`config.mk`:
```
export PLATFORM = sky130hd
export DESIGN_NAME = swfn_cell
export DESIGN_NICKNAME = d
export VERILOG_FILES = /design/src/rtl/swfn_pkg.sv /design/src/rtl/swfn_cell.sv
export SDC_FILE = /design/constraint.sdc
export NUM_CORES = 1
export LEC_CHECK = 0
export ABC_AREA = 1
export BUFFER_PORTS_ARGS = -buffer_cell sky130_fd_sc_hd__buf_2
export CORE_MARGIN = 2
export CORE_UTILIZATION = 38
export CTS_BUF_LIST = sky130_fd_sc_hd__clkbuf_4
export DETAILED_ROUTE_END_ITERATION = 12
export GPL_TIMING_DRIVEN = 0
export MAX_ROUTING_LAYER = met4
export PLACE_DENSITY = 0.78
export SETUP_SLACK_MARGIN = 0.3
export SYNTH_ARGS = -nofsm -noshare
export SYNTH_HDL_FRONTEND = slang
export SYNTH_SLANG_ARGS = --single-unit
```
`constraint.sdc`:
```
create_clock -name clk -period 2.15 [get_ports clk]
set_clock_uncertainty 0.15 [all_clocks]
set_input_delay 0.1075 -clock clk [delete_from_list [all_inputs] [get_ports clk]]
set_output_delay 0.1075 -clock clk [all_outputs]
set_load 0.02 [all_outputs]
```
`src/rtl/swfn_pkg.sv`:
```
`timescale 1ns / 1ps
`default_nettype none

package swfn_pkg;

    // Default window depth and sample width
    localparam int WINDOW_MAX_DEF  = 1024;
    localparam int SAMPLE_BITS_DEF = 32;

    // Fixed field widths
    localparam int POS_W = 16;
    localparam int CFG_W = 11;

    // Command from the control logic to one cell of the chain
    typedef struct packed {
        logic shift;   // take the right neighbor's entry
        logic load;    // take the new entry
    } cell_cmd_t;

endpackage

`default_nettype wire

```
`src/rtl/swfn_cell.sv`:
```
`timescale 1ns / 1ps
`default_nettype none

module swfn_cell
    import swfn_pkg::*;
#(
    parameter int SAMPLE_BITS = SAMPLE_BITS_DEF
) (
    input  wire logic                   clk,
    input  wire cell_cmd_t              cmd,
    input  wire logic [POS_W-1:0]       right_pos,
    input  wire logic [SAMPLE_BITS-1:0] right_val,
    input  wire logic [POS_W-1:0]       new_pos,
    input  wire logic [SAMPLE_BITS-1:0] new_val,
    output logic      [POS_W-1:0]       pos,
    output logic      [SAMPLE_BITS-1:0] val
);

    logic [POS_W-1:0]       pos_reg;
    logic [POS_W-1:0]       pos_next;
    logic [SAMPLE_BITS-1:0] val_reg;
    logic [SAMPLE_BITS-1:0] val_next;

    // Load the new entry, advance from the right neighbor, or hold
    always_comb
    begin
        pos_next = pos_reg;
        val_next = val_reg;
        if (cmd.load)
        begin
            pos_next = new_pos;
            val_next = new_val;
        end
        else if (cmd.shift)
        begin
            pos_next = right_pos;
            val_next = right_val;
        end
    end

    // Hold the entry; payload needs no reset
    always_ff @(posedge clk)
    begin
        pos_reg <= pos_next;
        val_reg <= val_next;
    end

    assign pos = pos_reg;
    assign val = val_reg;

endmodule

`default_nettype wire

```
==> results.sh, run 1 <==
export IMPL_critPathLaunchType="input port"
export IMPL_p_sw_frac=0.263
export IMPL_cp_data_arrival_time_ps=1490
export IMPL_post_cts_resized=0
export IMPL_ant_nets=0
export IMPL_yosysWarningCount=0
export IMPL_netlist_cell_type_count=7
export IMPL_ys_seq_elements=48
export IMPL_worst_pin_slew_ps=1110
export IMPL_power_switching_uw=613
export IMPL_grt_pass1_vias=2462
export IMPL_maxCapViolations=0
export IMPL_rsz0062_at_grt="false"
export IMPL_track_usage=0.247
export IMPL_synth_area_top_cells="edfxtp_1 69%, nand2_1 26%, buf_6 2.2%"
export IMPL_timing_setup_tns_ps=0
export IMPL_synthArstFlopShare=0
export IMPL_drt_first_pass_iters=4
export IMPL_wl_mm=7.09
export IMPL_synthMuxAreaShare=0
export IMPL_clock_sinks=48
export IMPL_grt_antenna_before_repair=0
export IMPL_pwr_share_comb=0.273
export IMPL_post_route_drc_count=0
export IMPL_clk_pin_slew_ps=140
export IMPL_cts_tree="built"
export IMPL_path_class="in2reg"
export IMPL_die_x_um=77.9
export IMPL_drive_above_1_share=0.366
export IMPL_routed_via_density=4.49
export IMPL_finalHoldViolations=0
export IMPL_grt_overflow_total=0
export IMPL_report_final_slew_viol_count=0
export IMPL_num_vias=2355
export IMPL_total_power_mw=2.33
export IMPL_synth_fp_nets=304
export IMPL_wl_per_cell_um=13.5
export IMPL_min_period_over_period=0.714
export IMPL_cts_root_buf="clkbuf_4"
export IMPL_synthTopCellsByCount="144 x nand2_1, 48 x edfxtp_1, 6 x buf_2"
export IMPL_dp_cells=420
export IMPL_area_delta_synth_final_pct=89.4
export IMPL_power_density_mw_per_mm2=594
export IMPL_cts_buffers=5
export IMPL_power_frac_seq=0.503
export IMPL_clock_fmax_mhz=652
export IMPL_fin_cells=524
export IMPL_yosys_area_top_type_share=0.695
export IMPL_end_kind="flop"
export IMPL_synth_xor_area_frac=0
export IMPL_synthAdderAreaFrac=0
export IMPL_htree_levels=2
export IMPL_avgSynthCellArea_um2=10.1
export IMPL_status="complete, no violations"
export IMPL_synth_most_common_cell="nand2_1"
export IMPL_p_int_mw=1.72
export IMPL_highest_layer="met4"
export IMPL_hold_path_class="in2reg"
export IMPL_dp_hpwl_mm=3.83
export IMPL_syn_instance_count=205
export IMPL_pin_count=147
export IMPL_finalSetupViolCount=0
export IMPL_cts_path_max_buffers=2
export IMPL_post_route_util=0.760
export IMPL_yosysTopAreaCell="edfxtp_1"
export IMPL_cp_max_fo=1
export IMPL_power_leakage_nw=2.01
export IMPL_wl_met2_mm=3.94
export IMPL_gp_routability_congestion=0.730
export IMPL_fp_row_count=26
export IMPL_cts_hold_repair_buffers=96
export IMPL_wl_met1_mm=2.58
export IMPL_worstPathRequired_ps=2110
export IMPL_routed_wl_met3_um=436
export IMPL_maxSlewHeadroom=0.260
export IMPL_vdd_drop_max_uv=420
export IMPL_post_cts_buffers=0
export IMPL_die_y_um=77.9
export IMPL_port_buffers=145
export IMPL_netlist_area_mm2=0.00207
export IMPL_synth_simple_area_share=0.264
export IMPL_fin_hold_ws_ps=394
export IMPL_synth_seq_area_share=0.695
export IMPL_final_nets=552
export IMPL_antennaDiodeCount=0
export IMPL_start_util=0.401
export IMPL_synth_compound_area_frac=0
export IMPL_die_area_mm2=0.00607
export IMPL_grt_max_degree=49
export IMPL_largest_reg_flops=32
export IMPL_synth_ff_type="edfxtp_1"
export IMPL_synth_top_family_by_area="simple AND/OR/NAND/NOR gates"
export IMPL_grt_pass1_wl_mm=11.1
export IMPL_drt_initial_drc_count=101
export IMPL_core_mm2=0.00517
export IMPL_synth_edf_count=48
export IMPL_min_period_ps=1530
export IMPL_clock_power_share=0.224
[cell usage in the layout, fill, tap and decap left out]
master,count
bufinv_16,1
edfxtp_1,48
nand2_1,144
dlygate4sd3_1,96
buf_2,151
buf_4,1
clkbuf_4,6
buf_6,4
inv_2,1
or2_2,1
clkinv_2,1
[critical path, stage by stage]
cell and delay, ps:
dlygate4sd3_1 560, buf_2 140, nand2_1 70, nand2_1 50, dlygate4sd3_1 560
[per-layer routing]
metal	vias up	global-route usage
met4	0	0.0732
met2	111	0.497
met5	-	-
li1	1152	-
met3	12	0.0488
met1	1080	0.230
[cell families (layout without fill, tap and decap cells)]
| kind of cell | Yosys count | in the layout |
|---|---|---|
| and+or+nand+nor | 145 | 145 |
| DFF | 48 | 48 |
| buffers and inverters | 12 | 261 |
[worst paths after layout]
kind	from	to	slack, ps	cells after the start
min	right_val[2]	val[2]	390	4
max	right_pos[11]	pos[11]	620	5
[stage by stage]
stage               setup slack, ps  cell area [um^2]
floorplan                       608              2070
global placement                336              2890
detailed placement              293              2890
CTS                             687              3930
global route                    587              3930
finish                          615              3930
[layout make-up]
type                            instances  area (um^2)
Buffer                                 11         82.6
Clock buffer                            6         45.0
Timing Repair Buffer                  241         1690
Sequential cell                        48         1440
Multi-Input combinational cell        145          547
Fill cell                             345         1240
Inverter                                1         3.75
Tap cell                               70         87.6
Clock inverter                          2         35.0
[power by group through the flow]
stage	clock, mW	combinational [mW]	sequential [mW]
after CTS	0.546	0.619	1.17
after floorplan	0	0.105	1.33
after detailed placement	0	0.456	1.19
final	0.522	0.636	1.17
after global placement	0	0.449	1.19
after global routing	0.565	0.684	1.18
(Power assumes the default switching activity.)
==> inputs of run 2 (changes only) <==
CORE_UTILIZATION = 42   (was 38)
PLACE_DENSITY = 0.82   (was 0.78)
clock period = 1.5 ns   (was 2.15 ns; I/O delays follow)
==> run 2 against run 1 <==
Compared with the run above:
- cell count is 0.57% lower
- setup slack worse by 300 ps
- die area is 9.0% lower
- flip-flop and latch count stayed put
- first-iteration DRC count is 95% higher
- combinational power is 41% higher
- utilization is 7.8 points higher
- clock-buffer cell count is 1 lower
- total power is 50% higher
- critical path depth is 4 lower
- via count is 3.8% higher
- non-clock buffer count is 1 higher
- critical endpoint is now val[21]
- largest power group unchanged
==> results.sh, run 2 (synthesis gave the netlist of run 1 again) <==
export IMPL_status="complete, no violations"
export IMPL_hold_path_class="in2reg"
export IMPL_antennaDiodeCount=0
export IMPL_n_fill_cell=272
export IMPL_cp_slowest_cell="edfxtp_1"
export IMPL_die_x_um=74.3
export IMPL_start_util=0.436
export IMPL_critical_path_max_stage_delay_ps=450
export IMPL_cp_depth=1
export IMPL_area_delta_synth_final_pct=92.0
export IMPL_htree_levels=2
export IMPL_multi_input_area_um2=549
export IMPL_cts_tree="built"
export IMPL_maxSlewHeadroom=0.546
export IMPL_grt_pass1_wl_mm=11.6
export IMPL_final_cell_mix="147 x buf_2, 144 x nand2_1, 97 x dlygate4sd3_1"
export IMPL_report_final_slew_viol_count=0
export IMPL_dp_cells=417
export IMPL_end_kind="output port"
export IMPL_rsz0062_at_grt="true"
export IMPL_drt_initial_drc_count=197
export IMPL_wl_mm=8.00
export IMPL_worstPathRequired_ps=1270
export IMPL_largest_reg_flops=32
export IMPL_fin_area_mm2=0.00398
export IMPL_layout_commonest_cell="buf_2"
export IMPL_gp_routability_congestion=0.709
export IMPL_die_y_um=74.3
export IMPL_fin_cells=521
export IMPL_min_period_ps=1180
export IMPL_timing_setup_tns_ps=0
export IMPL_finalSetupViolCount=0
export IMPL_drive_above_1_share=0.363
export IMPL_min_period_over_period=0.789
export IMPL_grt_max_degree=49
export IMPL_ant_nets=0
export IMPL_dpl_cell_area_mm2=0.00290
export IMPL_vdd_drop_max_uv=482
export IMPL_cp_cell_sequence="buf_6"
export IMPL_port_buffers=145
export IMPL_routed_via_density=4.69
export IMPL_regArea_mm2=0.00144
export IMPL_wl_per_cell_um=15.3
export IMPL_die_area_mm2=0.00552
export IMPL_cp_data_arrival_time_ps=960
export IMPL_total_power_mw=3.49
export IMPL_fin_hold_ws_ps=64.6
export IMPL_critPathLaunchType="flop"
export IMPL_maxCapViolations=0
export IMPL_dp_hpwl_mm=3.83
export IMPL_post_cts_buffers=0
export IMPL_critPathLaunch="val[21]"
export IMPL_path_class="reg2out"
export IMPL_cp_max_fo=1
export IMPL_final_nets=553
export IMPL_clock_fmax_mhz=845
export IMPL_worst_pin_slew_ps=680
export IMPL_clock_sinks=48
export IMPL_fp_row_count=25
export IMPL_grt_overflow_total=0
export IMPL_cts_path_max_buffers=2
export IMPL_grt_antenna_before_repair=0
export IMPL_clk_pin_slew_ps=140
export IMPL_power_density_mw_per_mm2=877
export IMPL_critPathTopFamily="flip-flops"
export IMPL_track_usage=0.293
export IMPL_finalHoldViolations=0
export IMPL_drt_first_pass_iters=5
export IMPL_cts_buffers=5
export IMPL_num_vias=2444
export IMPL_post_route_drc_count=0
export IMPL_post_route_util=0.838
export IMPL_cts_root_buf="clkbuf_4"
export IMPL_pin_count=147
export IMPL_post_place_ws_ps=88.4
export IMPL_setup_ws_ps=316
export IMPL_crit_path_end="val[21]"
export IMPL_power_leakage_nw=2.02
export IMPL_cp_num_buf_inv=1
export IMPL_core_mm2=0.00475
export IMPL_grt_pass1_vias=2590
[run 2: cell count changes in the layout (fill, tap and decap cells not counted), sizes merged]
cell         before  now
bufinv            1    2
clkbuf            6    5
clkinv            1    0
dlygate4sd3      96   97
[run 2: layout make-up]
class                   count  area share
repair buffers            242       0.431
flip-flops and latches     48       0.362
multi-input cells         145       0.138
plain buffers              11      0.0232
well taps                  67      0.0210
clock inverters             2      0.0151
clock buffers               5     0.00942
inverters                   1    0.000942
[run 2: worst min-delay path by stage]
| stage | from | end | slack (ps) | cells past startpoint |
|---|---|---|---|---|
| after detailed placement | right_val[31] | val[31] | 190 | 3 |
| after global routing | cmd[0] | val[18] | 90 | 4 |
| after CTS | cmd[0] | val[31] | 50 | 5 |
| final | cmd[0] | pos[13] | 60 | 5 |
| after global placement | right_val[19] | val[19] | 190 | 3 |
| after floorplan | right_pos[0] | pos[0] | 100 | 2 |
[run 2: timing repair]
item / in CTS / in global routing
endpoints found under the setup margin: 0 / 4
hold endpoints to repair: 48 / 0
hold buffers: 97 / 0
resized for setup: 0 / 7
[run 2: report_power, final]
part	switching [mW]	internal, mW	leakage (nW)	total (mW)
Clock	0.403	0.511	0.0513	0.914
Combinational	0.471	0.425	1.47	0.896
Sequential	0.0384	1.64	0.494	1.68
[run 2: routing by layer]
layer,vias up,GRT usage,routed length [um]
li1,1149,-,-
met1,1098,0.305,2840
met2,163,0.513,4040
met3,34,0.0637,783
met4,0,0.163,337
met5,-,-,0
==> inputs of run 3 (changes only) <==
CORE_UTILIZATION = 38   (was 42)
PLACE_DENSITY = 0.78   (was 0.82)
clock period = 1 ns   (was 1.5 ns; I/O delays follow)
==> run 3 against run 2 <==
Compared with the run above:
- the flow now finishes with violations (hold timing, setup timing)
- clock-buffer cell count increased by 2
- utilization fell by 23 points
- non-clock buffer count decreased by 97
- sequential power grew 52%
- final area down 21%
- setup slack lost 440 ps
- total power up 30%
- flip-flop and latch count is the same
- highest routed layer unchanged
==> results.sh, run 3 (synthesis gave the netlist of run 1 again) <==
export IMPL_num_vias=1910
export IMPL_cp_num_buf_inv=1
export IMPL_track_usage=0.187
export IMPL_grt_max_degree=14
export IMPL_min_period_over_period=1.12
export IMPL_critPathTopFamily="flip-flops"
export IMPL_die_y_um=77.9
export IMPL_port_buffers=145
export IMPL_status="finished, violations left"
export IMPL_violations="hold timing, setup timing"
export IMPL_cts_tree="built"
export IMPL_grt_overflow_total=0
export IMPL_cp_data_arrival_time_ps=920
export IMPL_cp_slowest_cell="edfxtp_1"
export IMPL_final_nets=459
export IMPL_ant_nets=0
export IMPL_start_util=0.401
export IMPL_finalSetupViolCount=48
export IMPL_setup_ws_ps=-123
export IMPL_largest_reg_flops=32
export IMPL_hold_path_class="in2reg"
export IMPL_path_class="reg2out"
export IMPL_cts_path_max_buffers=2
export IMPL_fin_hold_ws_ps=-192
export IMPL_grt_antenna_before_repair=0
export IMPL_post_route_drc_count=0
export IMPL_total_power_mw=4.54
export IMPL_worstPathRequired_ps=800
export IMPL_htree_levels=2
export IMPL_area_delta_synth_final_pct=52.2
export IMPL_cp_cell_sequence="buf_6"
export IMPL_wl_per_cell_um=12.1
export IMPL_critical_path_max_stage_delay_ps=430
export IMPL_maxCapViolations=0
export IMPL_critPathLaunchType="flop"
export IMPL_clock_sinks=48
export IMPL_rsz0062_at_grt="true"
export IMPL_antennaDiodeCount=0
export IMPL_drt_first_pass_iters=4
export IMPL_drive_above_1_share=0.465
export IMPL_power_density_mw_per_mm2=1440
export IMPL_whs_path_depth=3
export IMPL_report_final_slew_viol_count=0
export IMPL_vdd_drop_max_uv=586
export IMPL_grt_pass1_wl_mm=8.44
export IMPL_worst_pin_slew_ps=191
export IMPL_die_area_mm2=0.00607
export IMPL_fp_row_count=26
export IMPL_core_mm2=0.00517
export IMPL_cp_max_fo=1
export IMPL_min_from="right_val[6]"
export IMPL_die_x_um=77.9
export IMPL_power_leakage_nw=1.66
export IMPL_end_kind="output port"
export IMPL_maxSlewHeadroom=0.872
export IMPL_layout_commonest_cell="nand2_1"
export IMPL_cts_buffers=5
export IMPL_min_to="val[6]"
export IMPL_dp_hpwl_mm=3.88
export IMPL_cts_root_buf="clkbuf_4"
export IMPL_wl_mm=5.22
export IMPL_pin_count=147
export IMPL_finalHoldViolations=48
export IMPL_routed_via_density=4.43
export IMPL_drt_initial_drc_count=60
export IMPL_clock_fmax_mhz=890
export IMPL_min_period_ps=1120
export IMPL_final_cell_mix="144 x nand2_1, 121 x buf_2, 48 x edfxtp_1"
export IMPL_clk_pin_slew_ps=130
export IMPL_grt_pass1_vias=1881
export IMPL_gp_routability_congestion=0.764
==> run 3: cell count changes in the layout (fill, tap and decap cells not counted), sizes merged <==
cell / previous run / this run
or2: 1 / 4
bufinv: 2 / 0
dlygate4sd3: 97 / 0
clkbuf: 5 / 7
clkinv: 0 / 1
==> run 3: worst max path at each step <==
stage,endpoint,startpoint,cells past startpoint,slack (ps)
final,val[18],val[18],1,-120
after global routing,val[18],val[18],1,-180
after CTS,val[12],val[12],1,-150
after detailed placement,val[19],cmd[0],3,-370
after global placement,val[29],cmd[0],3,-360
after floorplan,pos[0],cmd[0],3,-190
==> run 3: per-stage QoR <==
stage	area, um^2	std cells	utilization	TNS (ps)	setup WS, ps
2_1_floorplan	2090	205	-	-9340	-195
6_report	3160	431	0.610	-4030	-123
3_5_place_dp	2910	420	0.562	-17770	-371
4_1_cts	3060	431	0.591	-5230	-153
3_3_place_gp	2910	420	0.562	-17400	-364
5_1_grt	3160	431	0.610	-6850	-179
==> run 3: final cells by class <==
class                           count  area, um^2
Multi-Input combinational cell    148         576
Clock inverter                      1        3.75
Buffer                             11        97.6
Inverter                            1        3.75
Timing Repair Buffer              145         895
Tap cell                           70        87.6
Sequential cell                    48        1440
Fill cell                         455        2020
Clock buffer                        7        52.6
==> run 3: power breakdown <==
group | switching (mW) | internal (mW) | total [mW]
clock | 0.534 | 0.326 | 0.859
combinational | 0.607 | 0.524 | 1.13
sequential | 0.0769 | 2.47 | 2.55
total | 1.22 | 3.32 | 4.54
==> run 3: routing by layer <==
| layer | wire length, um | track usage | up-vias |
|---|---|---|---|
| met5 | 0 | - | - |
| met4 | 62 | 0.0571 | 0 |
| met3 | 387 | 0.0453 | 7 |
| met2 | 2750 | 0.338 | 96 |
| met1 | 2020 | 0.203 | 840 |
| li1 | - | - | 967 |
==> run 3: repair_timing <==
item,4_1_cts,5_1_grt
resized for setup,25,32
pin swaps,2,0
setup endpoints to repair,96,48
gates cloned,3,0
hold endpoints to repair,48,48
setup buffers,0,0
==> run 3: worst min-delay path: stages <==
cell	delay [ps]
buf_2	80
nand2_1	40
nand2_1	40
